===== src/si2dec_pkg.sv =====
// ----------------------------------------------------------------------------
// Signed integer to decimal ASCII: shared definitions
// Character codes and digit sizes used by the conversion block.
// ----------------------------------------------------------------------------
`default_nettype none

package si2dec_pkg;

  localparam int unsigned CHAR_W  = 6;
  localparam int unsigned DIGIT_W = 4;

  typedef logic [CHAR_W-1:0]  char_t;
  typedef logic [DIGIT_W-1:0] digit_t;

  localparam char_t  CHAR_MINUS = 6'd45;
  localparam char_t  CHAR_ZERO  = 6'd48;
  localparam digit_t DIGIT_FIVE = 4'd5;
  localparam digit_t DIGIT_NINE = 4'd9;
  localparam digit_t DAB_ADJUST = 4'd3;

endpackage

`default_nettype wire


===== src/signed_int_to_decimal_ascii_top.sv =====
// ----------------------------------------------------------------------------
// Signed integer to decimal ASCII converter
// Turns one signed integer into its decimal text, one ASCII character per
// output transaction, a minus sign first if negative, and no leading zeros.
// ----------------------------------------------------------------------------
//
//  Channel | Signals                                  | Direction
//  --------+------------------------------------------+----------
//  input   | in_valid, in_stall, value[63:0]          | in
//  output  | out_valid, out_stall, ascii_char[5:0], last | out
//
//  One input transaction goes through shift-and-add-3 conversion in a single
//  shared BCD unit, then has its leading zeros dropped, then is emitted one
//  character at a time while the output is free. Reset is synchronous and
//  returns the sequencer to idle with no output. A stalled output holds its
//  character; a new number is taken once the previous one has been fully
//  handed to the output register.

`default_nettype none

module signed_int_to_decimal_ascii_top #(
  parameter int unsigned VALUE_WIDTH = 64
) (
  input  wire logic               clk,
  input  wire logic               rst,
  input  wire logic               in_valid,
  output logic                    in_stall,
  input  wire logic signed [63:0] value,
  output logic                    out_valid,
  input  wire logic               out_stall,
  output logic [5:0]              ascii_char,
  output logic                    last
);

  localparam int unsigned NDIG   = ((VALUE_WIDTH - 1) * 30103) / 100000 + 1;
  localparam int unsigned BCD_W  = NDIG * si2dec_pkg::DIGIT_W;
  localparam int unsigned BCNT_W = (VALUE_WIDTH > 1) ? $clog2(VALUE_WIDTH) : 1;
  localparam int unsigned DCNT_W = $clog2(NDIG + 1);

  localparam logic [1:0] ST_IDLE = 2'd0;
  localparam logic [1:0] ST_CONV = 2'd1;
  localparam logic [1:0] ST_SKIP = 2'd2;
  localparam logic [1:0] ST_EMIT = 2'd3;

  logic [1:0]             state;
  logic [1:0]             state_next;
  logic [VALUE_WIDTH-1:0] mag;
  logic [VALUE_WIDTH-1:0] mag_next;
  logic [BCD_W-1:0]       bcd;
  logic [BCD_W-1:0]       bcd_next;
  logic [BCD_W-1:0]       bcd_adj;
  logic [BCNT_W-1:0]      bit_cnt;
  logic [BCNT_W-1:0]      bit_cnt_next;
  logic [DCNT_W-1:0]      dig_cnt;
  logic [DCNT_W-1:0]      dig_cnt_next;
  logic                   neg;
  logic                   neg_next;
  logic                   out_valid_next;
  si2dec_pkg::char_t      ascii_char_next;
  logic                   last_next;

  logic [VALUE_WIDTH-1:0] raw;
  logic                   in_take;
  logic                   out_free;
  si2dec_pkg::digit_t     top_digit;

  assign raw       = value[VALUE_WIDTH-1:0];
  assign in_stall  = (state != ST_IDLE);
  assign in_take   = in_valid && !in_stall;
  assign out_free  = !out_valid || !out_stall;
  assign top_digit = bcd[BCD_W-1 -: si2dec_pkg::DIGIT_W];

  always_comb begin
    for (int i = 0; i < NDIG; i++) begin
      if (bcd[i*si2dec_pkg::DIGIT_W +: si2dec_pkg::DIGIT_W] >= si2dec_pkg::DIGIT_FIVE) begin
        bcd_adj[i*si2dec_pkg::DIGIT_W +: si2dec_pkg::DIGIT_W] =
          bcd[i*si2dec_pkg::DIGIT_W +: si2dec_pkg::DIGIT_W] + si2dec_pkg::DAB_ADJUST;
      end else begin
        bcd_adj[i*si2dec_pkg::DIGIT_W +: si2dec_pkg::DIGIT_W] =
          bcd[i*si2dec_pkg::DIGIT_W +: si2dec_pkg::DIGIT_W];
      end
    end
  end

  always_comb begin
    state_next      = state;
    mag_next        = mag;
    bcd_next        = bcd;
    bit_cnt_next    = bit_cnt;
    dig_cnt_next    = dig_cnt;
    neg_next        = neg;
    out_valid_next  = out_valid && out_stall;
    ascii_char_next = ascii_char;
    last_next       = last;
    case (state)
      ST_IDLE: begin
        if (in_take) begin
          neg_next     = raw[VALUE_WIDTH-1];
          mag_next     = raw[VALUE_WIDTH-1] ? (~raw + 1'b1) : raw;
          bcd_next     = '0;
          bit_cnt_next = BCNT_W'(VALUE_WIDTH - 1);
          dig_cnt_next = DCNT_W'(NDIG);
          state_next   = ST_CONV;
        end
      end
      ST_CONV: begin
        bcd_next = {bcd_adj[BCD_W-2:0], mag[VALUE_WIDTH-1]};
        mag_next = {mag[VALUE_WIDTH-2:0], 1'b0};
        if (bit_cnt == '0) begin
          state_next = ST_SKIP;
        end else begin
          bit_cnt_next = bit_cnt - 1'b1;
        end
      end
      ST_SKIP: begin
        if ((dig_cnt > DCNT_W'(1)) && (top_digit == '0)) begin
          bcd_next     = {bcd[BCD_W-si2dec_pkg::DIGIT_W-1:0], si2dec_pkg::DIGIT_W'(0)};
          dig_cnt_next = dig_cnt - 1'b1;
        end else begin
          state_next = ST_EMIT;
        end
      end
      ST_EMIT: begin
        if (out_free) begin
          out_valid_next = 1'b1;
          if (neg) begin
            ascii_char_next = si2dec_pkg::CHAR_MINUS;
            last_next       = 1'b0;
            neg_next        = 1'b0;
          end else begin
            ascii_char_next = si2dec_pkg::CHAR_ZERO + si2dec_pkg::CHAR_W'(top_digit);
            last_next       = (dig_cnt == DCNT_W'(1));
            bcd_next        = {bcd[BCD_W-si2dec_pkg::DIGIT_W-1:0], si2dec_pkg::DIGIT_W'(0)};
            dig_cnt_next    = dig_cnt - 1'b1;
            if (dig_cnt == DCNT_W'(1)) begin
              state_next = ST_IDLE;
            end
          end
        end
      end
      default: begin
        state_next = ST_IDLE;
      end
    endcase
  end

  always_ff @(posedge clk) begin
    if (rst) begin
      state     <= ST_IDLE;
      out_valid <= 1'b0;
      neg       <= 1'b0;
      bit_cnt   <= '0;
      dig_cnt   <= '0;
    end else begin
      state     <= state_next;
      out_valid <= out_valid_next;
      neg       <= neg_next;
      bit_cnt   <= bit_cnt_next;
      dig_cnt   <= dig_cnt_next;
    end
  end

  always_ff @(posedge clk) begin
    mag        <= mag_next;
    bcd        <= bcd_next;
    ascii_char <= ascii_char_next;
    last       <= last_next;
  end

`ifndef ASSERT_OFF
  a_emit_digit_decimal: assert property (@(posedge clk) disable iff (rst)
    (state == ST_EMIT) |-> (top_digit <= si2dec_pkg::DIGIT_NINE))
    else $error("Non-decimal digit reached the output stage.");

  a_skip_keeps_digit: assert property (@(posedge clk) disable iff (rst)
    (state == ST_SKIP || state == ST_EMIT) |-> (dig_cnt != '0))
    else $error("Digit count ran out before the final character.");

  a_char_legal: assert property (@(posedge clk) disable iff (rst)
    out_valid |-> (ascii_char == si2dec_pkg::CHAR_MINUS ||
                   (ascii_char >= si2dec_pkg::CHAR_ZERO &&
                    ascii_char <= si2dec_pkg::CHAR_ZERO + 6'd9)))
    else $error("Output character is neither a digit nor a minus sign.");

  a_conv_order: assert property (@(posedge clk) disable iff (rst)
    (state == ST_CONV) |=> (state == ST_CONV || state == ST_SKIP))
    else $error("Conversion left by an unexpected path.");
`endif

endmodule

`default_nettype wire

===== config.mk =====
export PLATFORM = sky130hd
export DESIGN_NAME = signed_int_to_decimal_ascii_top
export DESIGN_NICKNAME = d
export VERILOG_FILES = /design/src/si2dec_pkg.sv /design/src/signed_int_to_decimal_ascii_top.sv
export SDC_FILE = /design/constraint.sdc
export NUM_CORES = 1
export LEC_CHECK = 0
export ABC_AREA = 1
export BUFFER_PORTS_ARGS = -buffer_cell sky130_fd_sc_hd__buf_4
export CORE_ASPECT_RATIO = 1.4
export CORE_MARGIN = 10
export CORE_UTILIZATION = 24
export DETAILED_ROUTE_END_ITERATION = 8
export PLACE_DENSITY = 0.51
export SYNTH_ARGS = -nofsm -noshare
export SYNTH_HDL_FRONTEND = slang
export SYNTH_SLANG_ARGS = --single-unit
export TNS_END_PERCENT = 50

===== constraint.sdc =====
create_clock -name clk -period 7.15 [get_ports clk]
set_clock_uncertainty 0.1 [all_clocks]
set_input_delay 1.0725 -clock clk [delete_from_list [all_inputs] [get_ports clk]]
set_output_delay 1.0725 -clock clk [all_outputs]
set_load 0.02 [all_outputs]

; Word level (Yosys, flattened, before mapping)
; Cells that the tools add are included.
[word_totals]
register_bits = 162
input_bits = 68
output_inout_bits = 9
word_cells = 133
[classes]
addsub = 23
order_cmp = 20
n_eq_ne = 12
mux = 47
bitwise_logic = 1
n_reduce_logical = 21
[ops]
columns = op, n
row1 = 76-bit 2-to-1 mux, 4
row2 = 76-bit one-hot mux with 4 select lines, 1
row3 = 64-bit 2-to-1 mux, 2
row4 = 64-bit one-hot mux with 2 select lines, 1
row5 = 4-bit by 3-bit greater-or-equal comparator with 1-bit output (second input constant), 19
row6 = 4-bit by 2-bit adder with 4-bit output (second input constant), 18
row7 = 4-bit 2-to-1 mux, 18
row8 = 64-bit by 1-bit adder with 64-bit output (second input constant), 1
row9 = 64-bit inverter, 1
row10 = 5-bit 2-to-1 mux, 4
row11 = 2-bit inequality test (second input constant), 8
row12 = 5-bit one-hot mux with 3 select lines, 1
row13 = 2-bit 2-to-1 mux, 6
row14 = 6-bit 2-to-1 mux, 2
row15 = 6-bit one-hot mux with 2 select lines, 1
row16 = 2-bit one-hot mux with 4 select lines, 1
row17 = 5-bit by 5-bit adder with 6-bit output (first input constant), 1
row18 = 6-bit zero test, 1
row19 = 3-bit AND reduction, 2
row20 = 6-bit AND reduction, 1
row21 = 2-bit nonzero test, 3
row22 = 6-bit by 1-bit subtractor with 6-bit output (second input constant), 1
row23 = 5-bit by 1-bit equality test with 1-bit output (second input constant), 1
row24 = 5-bit by 1-bit greater-than comparator with 1-bit output (second input constant), 1
row25 = 16 further kinds, 25

; Logic depth before layout (Yosys ltp)
[depth]
ltp_word = 5
ltp_mapped = 12
depth_no_buf = 12

; Worst setup path before layout
; Ideal clock, no wire load.
[synth_timing]
path_kind = input-to-reg
start = input out_stall
end = register bcd[0], enable pin
setup_time_ps = 443
arrival_ps = 3231
required_ps = 6607
path_slack_ps = 3376
cell_stages = 4
n_path_buf = 0
cell_sequence = nand3_1 -> nand2_1 -> a21oi_1 -> and2_1
[synth_via]
elab_chain_cells = 4
[synth_lines]
columns = item, line_no
row1 = from (decl), signed_int_to_decimal_ascii_top.sv:30  ; input wire logic out_stall,
row2 = 1-bit zero test, signed_int_to_decimal_ascii_top.sv:70  ; assign out_free = !out_valid || !out_stall;
row3 = 1-bit logical OR, signed_int_to_decimal_ascii_top.sv:70
row4 = 2-bit inequality test (no line), --
row5 = 4-bit AND reduction (no line), --
row6 = to (signal assigned), signed_int_to_decimal_ascii_top.sv:165  ; bcd <= bcd_next;
row7 = to (decl), signed_int_to_decimal_ascii_top.sv:49  ; logic [BCD_W-1:0] bcd;
; Every way passes these cells.
; A chain may end at the register's enable or synchronous reset.

; Worst setup path after layout
[layout_timing]
start = register state[0]
end = register bit_cnt[1]
[layout_via]
elab_chain_cells = 5
word_cells_on_any_way = 10
classes_between = 3 x eq/ne / 1 x mux / 6 x reduce/logical
[layout_lines]
columns = item, line_no
row1 = from (decl), signed_int_to_decimal_ascii_top.sv:45  ; logic [1:0] state;
row2 = from (signal assigned), signed_int_to_decimal_ascii_top.sv:155  ; state <= state_next;
row3 = 2-bit nonzero test, signed_int_to_decimal_ascii_top.sv:68  ; assign in_stall = (state != ST_IDLE);
row4 = 1-bit zero test, signed_int_to_decimal_ascii_top.sv:69  ; assign in_take = in_valid && !in_stall;
row5 = 1-bit logical AND, signed_int_to_decimal_ascii_top.sv:69
row6 = 2-bit inequality test (no line), --
row7 = 3-bit AND reduction (no line), --
row8 = to (signal assigned), signed_int_to_decimal_ascii_top.sv:158  ; bit_cnt <= bit_cnt_next;
row9 = to (decl), signed_int_to_decimal_ascii_top.sv:52  ; logic [BCNT_W-1:0] bit_cnt;
; Several ways; a longest one is shown, not always the timed one.

==> results.yml <==
outcome:
  outcome: "finished clean"
sta:
  drv_slew: 0
  hold_viol: 0
  tightest_slew_ns: 1.069
  setup_tns_ns: 0
  post-route-min-period_ns: 3.270
  max_freq_ghz: 0.3058
  fin_hold_ws_ns: 0.3792
  relSlewSlack_pct: 28.76
  timing.final.ws_setup_ns: 3.880
  rsz0062_at_grt: "false"
  period_share_pct: 45.73
  setup_viol: 0
yosys:
  ys_async_sr_fraction_pct: 0
  synthTopCellsByCount: "nand2_1, nor2_1, inv_1"
  syn_area_um2: 11020
  synth.distinct_cells: 40
  ys_seq_area_share_pct: 42.50
  syn_avg_cell_area_um2: 7.398
  synth_top_cell_by_area: "edfxtp_1"
  ys_ff_latch: 161
  syn_nets: 1606
  synthFlopType: "edfxtp_1"
  synth_top_area_share_pct: 39.77
  synth_edf_count: 146
  yosysMostFrequentCell: "nand2_1"
  synthTopCellsByArea: "edfxtp_1, nand2_1, nor2_1"
  syn_inst: 1490
  yosys_warnings: 0
pwr:
  seqPwrFrac_pct: 39.8
  switching_power_mw: 2.022
  ir_drop_mv: 0.1869
  p_per_area_nw_per_um2: 372.6
  p_leak_nw: 4.987
  swShare_pct: 42.50
  clock_power_share_pct: 19.5
  internal_power_mw: 2.735
  combinationalPowerShare_pct: 40.7
global_route:
  grtUsageTotal_pct: 11.70
  grt_pass1_vias: 10120
  grt_antenna_before_repair: 0
  grt_max_degree: 77
  overflow: 0
  grt_first_pass_wirelength_um: 52170
clocking:
  numCtsBuffers: 17
  post_cts_buffers: 0
  clock_path_buffers: 2
  path_clk_slew_ns: 0.07
  cts_root_buffer: "clkbuf_16"
  clk_latency_ns: 0.45
  cts_tree: "done"
  cts.htree.levels: 4
  cts_hold_buf: 0
  clock_sinks: 161
  cts_resized: 0
floorplanning:
  die_w_um: 201.1
  dieArea_um2: 55020
  row_count: 92
  die_h_um: 273.6
  core_um2: 45240
  io_pins: 77
  start_util_pct: 24.37
critical_path:
  critPathMaxStageDelay_ns: 0.78
  endpoint_kind: "flop"
  crit_top_cell: "inv_2"
  cp.arrival_ns: 3.46
  cp_slowest_cell: "ha_4"
  required_ns: 7.34
  worst-setup-path-type: "reg -> reg"
  start_kind: "flop"
  crit_chain: "ha_4 > inv_2 > buf_4 > o21ai_1 > inv_2 > o21ai_0 > a31oi_1"
  crit_fanout: 74
routing:
  dr.first_iter.drc_count: 568
  antenna_left: 0
  wire_per_inst_um: 15.00
  drt_first_pass_iters: 6
  vias_per_cell: 4.621
  wirelength_um: 32490
  drc: 0
  vias: 10010
placement:
  dp_hpwl_um: 23550
  gp_congestion: 0.9208
  port_buffers: 75
  pre_cts_ws_ns: 3.869
final_layout:
  insertedDiodeCount: 0
  area_growth_pct: 15.83
  fin_util_pct: 28.22
  drive_gt1_share_pct: 9.775
  nets: 1658
flow_run:
  drv_cap: 0
worst_hold_path:
  hp-class: "reg -> reg"
==> final cells by class <==
class                      instances  area, um^2
inverter                         154       578.1
fill                            4984       32470
timing repair buffer              80       600.6
multi-input combinational       1128        5573
clock inverter                    11       127.6
clock buffer                      21       440.4
sequential                       161        4684
tap                              611       764.5
==> power groups by stage <==
stage | registers [mW] | logic [mW] | clock network (mW)
finish | 1.89 | 1.94 | 0.928
global route | 1.95 | 2.24 | 0.985
CTS | 1.90 | 1.97 | 0.947
detailed placement | 1.91 | 1.96 | 0
global placement | 1.91 | 1.92 | 0
floorplan | 1.83 | 1.45 | 0
==> cells in the final DEF (no fill, tap or decap), drive strengths merged, types with 15 or more instances in the layout <==
cell / synthesis / final
ha: 48 / 48
buf: 18 / 80
inv: 153 / 158
clkbuf: 29 / 21
o21ai: 106 / 106
dfxtp: 15 / 15
edfxtp: 146 / 146
nand4: 34 / 34
a21oi: 120 / 120
nand2: 419 / 419
nor2: 193 / 193
xor2: 24 / 24
nand3: 130 / 130
==> metal layers <==
metal | up-vias | track usage [%] | wire [um]
met5 | - | 0 | 0
met4 | 0 | 4.673 | 1019
met3 | 54 | 2.250 | 1197
met2 | 199 | 21.49 | 16650
met1 | 4703 | 12.97 | 13620
li1 | 5053 | - | -
==> state kept, by name, summed over array words and instances (netlist names) <==
signal	count
out_valid	1
last	1
ascii_char	5
state	2
bcd	76
bit_cnt	6
dig_cnt	5
neg	1
mag	64
==> per-stage QoR <==
stage | instances | power [mW] | area, um^2
6_report | 2166 | 4.757 | 12770
4_1_cts | 2166 | 4.811 | 12770
3_5_place_dp | 2134 | 3.868 | 12200
5_1_grt | 2166 | 5.176 | 12770
2_1_floorplan | 1490 | 3.287 | 11020
3_3_place_gp | 2134 | 3.827 | 12200
==> kinds of logic after synthesis <==
kind of cell             Yosys count  synth area share [%]
XOR/XNOR                          28                 2.225
AND/OR/NAND/NOR                  815                 31.63
flip-flops                       161                 42.50
other                              1               0.03402
AO/OA/AOI/OAI                    236                 11.03
adder cells (fa/ha/maj)           48                 5.448
buffers and inverters            201                 7.128
==> critical path: cells and delay by family (launching register included) <==
family | cells | cell delay (ns)
buffers and inverters | 3 | 1.11
AOI/OAI and AO/OA | 3 | 0.61
DFF | 1 | 0.44
adders and majority gates | 1 | 0.78
==> final timing paths <==
| path | startpoint | endpoint | slack (ns) | depth (start not counted) |
|---|---|---|---|---|
| max reg2reg | state[0] | bit_cnt[1] | 3.88 | 7 |
| min | bit_cnt[5] | bit_cnt[5] | 0.38 | 2 |
| min reg2reg | bit_cnt[5] | bit_cnt[5] | 0.38 | 2 |
| max | state[0] | bit_cnt[1] | 3.88 | 7 |
(Power assumes the default switching activity.)
